**src/sv/console_command_line_matcher_defines.svh**
```systemverilog
// assertion macros for the console command line matcher
// no dependencies; included by the files that carry assertions
`ifndef CONSOLE_COMMAND_LINE_MATCHER_DEFINES_SVH
`define CONSOLE_COMMAND_LINE_MATCHER_DEFINES_SVH
`ifndef NO_ASSERTIONS
`define CCLM_ASSERT(lbl, clk, rst, prop, msg) \
  lbl: assert property (@(posedge clk) disable iff (!rst) (prop)) else $error(msg);
`define CCLM_ASSERT_NEXT(lbl, clk, rst, pre, post, msg) \
  lbl: assert property (@(posedge clk) disable iff (!rst) (pre) |=> (post)) else $error(msg);
`else
`define CCLM_ASSERT(lbl, clk, rst, prop, msg)
`define CCLM_ASSERT_NEXT(lbl, clk, rst, pre, post, msg)
`endif
`endif

```
**src/sv/cclm_pkg.sv**
```systemverilog
// character codes, sequencer states and the entry compare function
// no dependencies; used by the matcher top level
package cclm_pkg;

  localparam logic [7:0] ChPercent = 8'h25;
  localparam logic [7:0] ChDelete  = 8'h7F;
  localparam logic [7:0] ChCr      = 8'h0D;
  localparam logic [7:0] ChLf      = 8'h0A;
  localparam logic [7:0] ChSpace   = 8'h20;

  localparam logic OpKey      = 1'b0;
  localparam logic OpRegister = 1'b1;

  typedef enum logic [4:0] {
    S_IDLE = 5'b00001,
    S_SCAN = 5'b00010,
    S_SRCH = 5'b00100,
    S_CRLF = 5'b01000,
    S_SEND = 5'b10000
  } state_e;

  // agree on every position that both texts have; entry ends at first zero
  function automatic logic entry_match(logic [63:0] e, logic [63:0] a, logic [3:0] alen);
    logic       ok;
    logic       found;
    logic [3:0] elen;
    elen  = 4'd8;
    found = 1'b0;
    ok    = 1'b1;
    for (int k = 0; k < 8; k++) begin
      if (!found && e[k*8 +: 8] == 8'h00) begin
        elen  = 4'(k);
        found = 1'b1;
      end
    end
    for (int k = 0; k < 8; k++) begin
      if (4'(k) < alen && 4'(k) < elen && e[k*8 +: 8] != a[k*8 +: 8]) ok = 1'b0;
    end
    return ok;
  endfunction

endpackage

```
**src/sv/console_command_line_matcher.sv**
```systemverilog
// an echo item is offered in the cycle after its keystroke is accepted;
// a return scans the line a character at a time; a line that starts with a
// percent sign is searched by reading each valid table entry in turn, and on a
// match the line is sent to that process, else a CR and LF go to the console.
// one item at a time; reset clears line count, table valid bits and sequencer
// uses cclm_pkg, cclm_ram and the assertion macro header
`include "console_command_line_matcher_defines.svh"
module console_command_line_matcher #(
  parameter int LINE_CHARS    = 32,
  parameter int TABLE_ENTRIES = 8,
  parameter int COMMAND_CHARS = 7
) (
  input  logic        clk_i,
  input  logic        rst_ni,
  input  logic        s_axis_tvalid,
  output logic        s_axis_tready,
  // key_char[7:0], command_text[63:8], command_length[66:64], sender_id[70:67]
  input  logic [71:0] s_axis_tdata,
  // opcode[0]
  input  logic        s_axis_tuser,
  output logic        m_axis_tvalid,
  input  logic        m_axis_tready,
  // process_id[3:0], out_char[11:4]
  output logic [15:0] m_axis_tdata,
  // destination[0]
  output logic        m_axis_tuser,
  output logic        m_axis_tlast
);
  import cclm_pkg::*;

  localparam int CW = $clog2(LINE_CHARS);
  localparam int EW = (TABLE_ENTRIES > 1) ? $clog2(TABLE_ENTRIES) : 1;

  state_e state_q, state_d;
  logic [CW-1:0] count_q, count_d, j_q, j_d, eff_q, eff_d;
  logic [EW:0]   e_q, e_d;
  logic          pend_q, pend_d, mode_line_q, mode_line_d, lf_q, lf_d;
  logic [63:0]   abuf_q, abuf_d;
  logic [3:0]    alen_q, alen_d, owner_q, owner_d, pid_q, pid_d;
  logic [TABLE_ENTRIES-1:0] valid_q, valid_d;
  logic          out_valid_q, out_valid_d, out_dest_q, out_dest_d, out_last_q, out_last_d;
  logic [3:0]    out_pid_q, out_pid_d;
  logic [7:0]    out_char_q, out_char_d;

  logic          lm_we;
  logic [CW-1:0] lm_waddr, lm_raddr;
  logic [7:0]    lm_wdata, lm_rdata;
  logic          tm_we;
  logic [EW-1:0] tm_raddr, free_slot;
  logic [67:0]   tm_rdata;

  logic          in_acc;
  logic [7:0]    key;
  logic [55:0]   ctext;
  logic [2:0]    clen, reg_n;
  logic [63:0]   reg_buf;
  logic          reg_ok, tbl_full, stop, last_char;

  assign key      = s_axis_tdata[7:0];
  assign ctext    = s_axis_tdata[63:8];
  assign clen     = s_axis_tdata[66:64];
  assign s_axis_tready = (state_q == S_IDLE) && !out_valid_q;
  assign in_acc   = s_axis_tvalid && s_axis_tready;
  assign tbl_full = &valid_q;

  cclm_ram #(.WIDTH(8), .DEPTH(LINE_CHARS), .AW(CW)) u_line_ram (
    .clk_i, .we_i(lm_we), .waddr_i(lm_waddr), .wdata_i(lm_wdata),
    .raddr_i(lm_raddr), .rdata_o(lm_rdata)
  );

  cclm_ram #(.WIDTH(68), .DEPTH(TABLE_ENTRIES), .AW(EW)) u_table_ram (
    .clk_i, .we_i(tm_we), .waddr_i(free_slot), .wdata_i({owner_q, abuf_q}),
    .raddr_i(tm_raddr), .rdata_o(tm_rdata)
  );

  // command text up to its length or first zero, then a trailing space
  always_comb begin
    reg_n = 3'd0;
    stop  = 1'b0;
    for (int k = 0; k < 7; k++) begin
      if (!stop && 3'(k) < clen && ctext[k*8 +: 8] != 8'h00) reg_n = 3'(k + 1);
      else stop = 1'b1;
    end
    for (int k = 0; k < 8; k++) begin
      if (k < 7 && 3'(k) < reg_n) reg_buf[k*8 +: 8] = ctext[(k % 7)*8 +: 8];
      else if (4'(k) == {1'b0, reg_n}) reg_buf[k*8 +: 8] = ChSpace;
      else reg_buf[k*8 +: 8] = 8'h00;
    end
    reg_ok = reg_n >= 3'd2 && 32'(reg_n) <= COMMAND_CHARS &&
             ctext[7:0] == ChPercent && ctext[15:8] != ChSpace;
  end

  always_comb begin
    free_slot = '0;
    for (int i = TABLE_ENTRIES - 1; i >= 0; i--) begin
      if (!valid_q[i]) free_slot = EW'(i);
    end
  end

  assign last_char = ({1'b0, j_q} + 1'b1) == {1'b0, eff_q};

  always_comb begin
    state_d = state_q;      count_d = count_q;   j_d = j_q;     eff_d = eff_q;
    e_d = e_q;              pend_d = pend_q;     mode_line_d = mode_line_q;
    lf_d = lf_q;            abuf_d = abuf_q;     alen_d = alen_q;
    owner_d = owner_q;      pid_d = pid_q;       valid_d = valid_q;
    out_valid_d = out_valid_q; out_dest_d = out_dest_q; out_last_d = out_last_q;
    out_pid_d = out_pid_q;  out_char_d = out_char_q;
    lm_we = 1'b0;  lm_waddr = count_q;  lm_wdata = key;  lm_raddr = j_q;
    tm_we = 1'b0;  tm_raddr = e_q[EW-1:0];

    if (out_valid_q && m_axis_tready) out_valid_d = 1'b0;

    unique case (state_q)
      S_IDLE: begin
        if (in_acc) begin
          if (s_axis_tuser == OpRegister) begin
            if (reg_ok && !tbl_full) begin
              abuf_d = reg_buf;
              alen_d = {1'b0, reg_n} + 4'd1;
              owner_d = s_axis_tdata[70:67];
              mode_line_d = 1'b0;
              e_d = '0;
              pend_d = 1'b0;
              state_d = S_SRCH;
            end
          end else begin
            priority if (key == ChCr) begin
              j_d = '0;
              pend_d = 1'b0;
              state_d = S_SCAN;
            end else if (key == ChDelete) begin
              if (count_q != '0) begin
                count_d = count_q - 1'b1;
                lm_we = 1'b1;
                lm_waddr = count_q - 1'b1;
                lm_wdata = 8'h00;
              end
              out_valid_d = 1'b1; out_dest_d = 1'b0; out_pid_d = '0;
              out_char_d = ChDelete; out_last_d = 1'b1;
            end else begin
              if (32'(count_q) < LINE_CHARS - 1) begin
                lm_we = 1'b1;
                count_d = count_q + 1'b1;
                out_valid_d = 1'b1; out_dest_d = 1'b0; out_pid_d = '0;
                out_char_d = key; out_last_d = 1'b1;
              end
            end
          end
        end
      end
      S_SCAN: begin
        if (!pend_q && j_q != count_q) begin
          pend_d = 1'b1;
        end else if (pend_q && lm_rdata != 8'h00) begin
          if (32'(j_q) < 8) abuf_d[3'(j_q)*8 +: 8] = lm_rdata;
          j_d = j_q + 1'b1;
          pend_d = 1'b0;
        end else begin
          // end of line reached: fix its length and decide on a search
          eff_d = j_q;
          alen_d = (32'(j_q) >= 8) ? 4'd8 : 4'(j_q);
          count_d = '0;
          j_d = '0;
          pend_d = 1'b0;
          mode_line_d = 1'b1;
          e_d = '0;
          lf_d = 1'b0;
          if (j_q != '0 && abuf_q[7:0] == ChPercent) state_d = S_SRCH;
          else state_d = S_CRLF;
        end
      end
      S_SRCH: begin
        if (!pend_q) begin
          if (e_q == (EW+1)'(TABLE_ENTRIES)) begin
            if (mode_line_q) begin
              state_d = S_CRLF;
            end else begin
              tm_we = 1'b1;
              valid_d[free_slot] = 1'b1;
              state_d = S_IDLE;
            end
          end else if (valid_q[e_q[EW-1:0]]) begin
            pend_d = 1'b1;
          end else begin
            e_d = e_q + 1'b1;
          end
        end else begin
          pend_d = 1'b0;
          if (entry_match(tm_rdata[63:0], abuf_q, alen_q)) begin
            pid_d = tm_rdata[67:64];
            j_d = '0;
            state_d = mode_line_q ? S_SEND : S_IDLE;
          end else begin
            e_d = e_q + 1'b1;
          end
        end
      end
      S_CRLF: begin
        if (!out_valid_q) begin
          out_valid_d = 1'b1; out_dest_d = 1'b0; out_pid_d = '0;
          out_char_d = lf_q ? ChLf : ChCr;
          out_last_d = lf_q;
          lf_d = 1'b1;
          if (lf_q) state_d = S_IDLE;
        end
      end
      S_SEND: begin
        if (!pend_q) begin
          if (!out_valid_q) pend_d = 1'b1;
        end else begin
          out_valid_d = 1'b1; out_dest_d = 1'b1; out_pid_d = pid_q;
          out_char_d = lm_rdata; out_last_d = last_char;
          j_d = j_q + 1'b1;
          pend_d = 1'b0;
          if (last_char) state_d = S_IDLE;
        end
      end
      default: state_d = S_IDLE;
    endcase
  end

  always_ff @(posedge clk_i or negedge rst_ni) begin
    if (!rst_ni) begin
      state_q     <= S_IDLE;
      count_q     <= '0;
      j_q         <= '0;
      e_q         <= '0;
      pend_q      <= 1'b0;
      mode_line_q <= 1'b0;
      lf_q        <= 1'b0;
      valid_q     <= '0;
      out_valid_q <= 1'b0;
    end else begin
      state_q     <= state_d;
      count_q     <= count_d;
      j_q         <= j_d;
      e_q         <= e_d;
      pend_q      <= pend_d;
      mode_line_q <= mode_line_d;
      lf_q        <= lf_d;
      valid_q     <= valid_d;
      out_valid_q <= out_valid_d;
    end
  end

  always_ff @(posedge clk_i) begin
    eff_q      <= eff_d;
    abuf_q     <= abuf_d;
    alen_q     <= alen_d;
    owner_q    <= owner_d;
    pid_q      <= pid_d;
    out_dest_q <= out_dest_d;
    out_last_q <= out_last_d;
    out_pid_q  <= out_pid_d;
    out_char_q <= out_char_d;
  end

  assign m_axis_tvalid = out_valid_q;
  assign m_axis_tdata  = {4'b0000, out_char_q, out_pid_q};
  assign m_axis_tuser  = out_dest_q;
  assign m_axis_tlast  = out_last_q;

  `CCLM_ASSERT(a_send_read_free, clk_i, rst_ni, !(state_q == S_SEND && pend_q) || !out_valid_q, "line read while output busy")
  `CCLM_ASSERT(a_write_free_slot, clk_i, rst_ni, !tm_we || !valid_q[free_slot], "table write over a valid entry")
  `CCLM_ASSERT_NEXT(a_cr_scans, clk_i, rst_ni, in_acc && s_axis_tuser == OpKey && key == ChCr, state_q == S_SCAN, "return did not start a line scan")

endmodule

```
**src/sv/cclm_ram.sv**
```systemverilog
// generic single write, single read ram with registered read data
// no dependencies
module cclm_ram #(
  parameter int WIDTH = 8,
  parameter int DEPTH = 32,
  parameter int AW    = (DEPTH > 1) ? $clog2(DEPTH) : 1
) (
  input  logic             clk_i,
  input  logic             we_i,
  input  logic [AW-1:0]    waddr_i,
  input  logic [WIDTH-1:0] wdata_i,
  input  logic [AW-1:0]    raddr_i,
  output logic [WIDTH-1:0] rdata_o
);

  logic [WIDTH-1:0] mem_q [DEPTH];

  always_ff @(posedge clk_i) begin
    if (we_i) mem_q[waddr_i] <= wdata_i;
    rdata_o <= mem_q[raddr_i];
  end

endmodule
```
**config.mk**
```make
export PLATFORM = sky130hd
export DESIGN_NAME = console_command_line_matcher
export DESIGN_NICKNAME = d
export VERILOG_FILES = /design/src/sv/cclm_pkg.sv /design/src/sv/console_command_line_matcher.sv /design/src/sv/cclm_ram.sv
export VERILOG_INCLUDE_DIRS = /design/src /design/src/sv
export SDC_FILE = /design/constraint.sdc
export NUM_CORES = 1
export LEC_CHECK = 0
export CORE_MARGIN = 5
export CORE_UTILIZATION = 58
export CTS_BUF_LIST = sky130_fd_sc_hd__clkbuf_16
export CTS_CLUSTER_SIZE = 24
export DETAILED_ROUTE_END_ITERATION = 10
export DONT_BUFFER_PORTS = 1
export PLACE_DENSITY = 0.79
export SETUP_SLACK_MARGIN = 0.2
export SLEW_MARGIN = 0
export SYNTH_ARGS = -nofsm -noshare
export SYNTH_HDL_FRONTEND = slang
export SYNTH_SLANG_ARGS = --single-unit
```
**constraint.sdc**
```tcl
create_clock -name clk_i -period 10.55 [get_ports clk_i]
set_input_delay 1.055 -clock clk_i [delete_from_list [all_inputs] [get_ports clk_i]]
set_output_delay 1.055 -clock clk_i [all_outputs]
set_load 0.1 [all_outputs]
```
==> results by group <==
Status
  – Status: complete, no violations

Setup path
  – Crit path launch: e_q[0]
  – Setup crit end kind: flop
  – CP bufs+invs: 2
  – Crit path max-delay cell type: dfrtp_4
  – Critical path class: flop to flop
  – RR Startpoint: e_q[0]
  – CP peak stage delay: 0.86 ns
  – Startpoint Class: flop
  – Critical-path cell list: inv_1 -> ha_1 -> nand3b_1 -> nor4_1 -> and2b_1 -> nand3_1 -> or3b_2 -> nor2_4 -> buf_4
  – CP max FO: 52
  – Worst endpoint required time: 10.80 ns
  – CP Data Arrival Time: 4.99 ns
  – Delay-heaviest family, CP: simple AND/OR/NAND/NOR gates

Clock network
  – CTS buffer count: 95
  – CTS tree: done
  – CTS Hold Bufs: 0
  – Reg clk slew, reported paths: 0.06 ns
  – CTS max path bufs: 3
  – Post-CTS Setup Bufs: 0
  – Clock Root Buffer: clkbuf_16
  – # clock sinks: 1002
  – Worst-Skew Late Latency: 0.66 ns
  – H-tree Lvls: 3
  – Post-CTS Resized: 0

Detailed routing
  – Vias: 20700
  – WL final: 89.3 mm
  – Vias per cell: 6.70
  – Post-route ant nets: 0
  – Avg WL per Cell: 29.0 µm
  – Drt pass-1 iters: 6
  – DRT iter0 DRCs: 2812
  – DRC: 0

Synthesis
  – Synth Flop Type: edfxtp_1
  – Yosys cell types: 76
  – Post-synthesis cell count: 2098
  – Avg Cell Area, Syn: 18.9 µm²
  – Yosys warns: 0
  – Register area share after synthesis: 73.7%
  – Synth async-reset ratio: 3.09%
  – Post-synthesis cell area: 39600 µm²
  – Synth Register Bits: 1002
  – Number of synthesized flops with an enable pin: 895

Power
  – Total power: 10.2 mW
  – LEAKAGE: 13.8 nW
  – Max rail drop VDD: 0.226 mV
  – Power Density: 235 nW/µm²

Place
  – Placer congestion estimate: 0.874
  – Dpl cells: 2907
  – PortBufs: 0
  – Detailed-placement wirelength estimate: 52.7 mm

Finish
  – Post-route insts no fill: 3083
  – Most frequent cells in the layout: edfxtp_1, mux4_2, nand2_1, clkbuf_16, nor2_1
  – Area of the multi-input gates: 10000 µm²
  – Nets: 2219
  – Commonest non-fill, non-tap cell in the layout: edfxtp_1
  – Area delta synth->final: 10.1%
  – Share of cells above drive strength 1: 21.9%
  – Register area: 29200 µm²
  – Fill count: 4271

Die
  – # IOs: 97
  – Die area: 73600 µm²
  – Height of the die: 271 µm
  – Initial core utilization: 58.7%
  – Chip width: 271 µm
  – Row count: 95
  – Core ar.: 67400 µm²

Global routing
  – First-pass GRT wire length: 134 mm
  – Largest net degree at the start of global routing: 78
  – Global-route usage over all layers: 24.2%
  – Gr ovfl total: 0
  – Initial antenna violation count: 2
  – Number of global-route vias before repair: 20900

STA
  – Clk_skew: 0.0384 ns
  – Slew Viols, Final: 0
  – Hold Vio Cnt, Final: 0
  – Setup violators final: 0
  – Fin crit period: 4.75 ns
  – Fmax achieved: 211 MHz
  – RSZ-0062 raised after global routing: no
  – Least-Margin Pin Slew: 1.32 ns
  – TNS Setup: 0 ns
  – Tcrit/Tclk final: 45.0%
  – Rel. slew slack: 12.1%

Hold path
  – Hold WC Path Type: input port to asynchronous set/reset pin

Job
  – Max Cap Viol: 0
[final timing paths]
check                                            to  slack (ns)  cells after the start
max in group asynchronous                state_q[0]       10.24                      0
min in group clk_i                         pid_q[0]        0.40                      0
min reg2reg                                pid_q[0]        0.40                      0
max reg2reg                u_table_ram.mem_q[7][64]        5.80                      9
min                                          e_q[1]        0.10                      0
max                        u_table_ram.mem_q[7][64]        5.80                      9
[synth_stat cells (6+ instances only)]
cell type / count / area share, %
inv_1: 20 / 0.19
o22ai_1: 6 / 0.095
dfrtp_1: 30 / 1.9
nand4_1: 17 / 0.27
and2_1: 15 / 0.24
nand3_1: 21 / 0.27
o21ai_0: 34 / 0.43
nor3_1: 20 / 0.25
xor2_1: 39 / 0.86
mux2i_1: 6 / 0.15
a21oi_1: 45 / 0.57
nand2_1: 118 / 1.1
edfxtp_1: 895 / 68
mux2_2: 72 / 2.0
nor2_1: 92 / 0.87
nor4_1: 42 / 0.66
buf_1: 29 / 0.27
a22o_1: 52 / 1.2
nor2b_1: 11 / 0.17
a31oi_1: 8 / 0.13
xnor2_1: 37 / 0.82
buf_2: 8 / 0.10
mux4_2: 218 / 12
clkbuf_1: 57 / 0.54
or2_2: 7 / 0.11
nand2b_1: 9 / 0.14
or3_1: 6 / 0.095
ha_1: 11 / 0.35
dfxtp_1: 76 / 3.8
[metal layers]
metal,track usage (%),share of wire (%),up-vias
met5,0,0,-
met1,33.8,37,10600
met4,7.21,3.1,0
li1,-,-,8547
met3,6.71,12,217
met2,38.1,48,1262
[per-stage QoR]
stage / hold WS (ns) / setup WS [ns] / utilization [%] / area, µm²
after floorplan: 0.386 / 4.76 / - / 39600
after global placement: 0.390 / 5.83 / 60.3 / 40600
after detailed placement: 0.389 / 5.78 / 60.3 / 40600
after CTS: 0.0689 / 5.73 / 64.6 / 43600
after global routing: 0.0838 / 5.53 / 64.6 / 43600
final: 0.102 / 5.80 / 64.7 / 43600
[worst register-to-register path: cells and delay by family (launching register included)]
kind	cells	cell delay (ns)
adders and majority gates	1	0.18
buffers and inverters	2	1.08
DFF	1	0.86
and+or+nand+nor	6	2.21
[where the power goes]
part / total [mW] / internal [mW] / switching [mW]
Sequential: 5.47 / 4.92 / 0.551
Combinational: 1.56 / 0.722 / 0.841
Clock: 3.21 / 1.78 / 1.43
[area by class of cell]
cell class                      instances  area share, %
Antenna cell                            2         0.0115
Clock buffer                           96           5.51
Clock inverter                         78           1.24
Inverter                               23          0.198
Multi-Input combinational cell        978           23.0
Sequential cell                      1002           67.0
Tap cell                              873           2.51
Timing Repair Buffer                   31          0.534
[registers in the layout (all words and copies together), names as in the netlist, 4 cells and up]
signal               cells
abuf_q                  64
alen_q                   4
count_q                  5
e_q                      4
eff_q                    5
j_q                      5
out_char_q               8
out_pid_q                4
owner_q                  4
pid_q                    4
state_q                  5
u_line_ram.mem_q       256
u_line_ram.rdata_o       8
u_table_ram.mem_q      544
u_table_ram.rdata_o     68
valid_q                  8
[cells by family (layout without fill, tap and decap cells)]
kind of cell / Yosys count / after routing / share of synthesized area [%]
AO/OA/AOI/OAI: 203 / 203 / 3.59
XOR/XNOR: 76 / 76 / 1.68
adder cells (fa/ha/maj): 11 / 11 / 0.348
buffers and inverters: 121 / 228 / 1.21
flip-flops: 1002 / 1002 / 73.7
multiplexers: 296 / 296 / 14.6
other: 1 / 6 / 0.00947
AND/OR/NAND/NOR: 388 / 388 / 4.87
(Power assumes the default switching activity.)
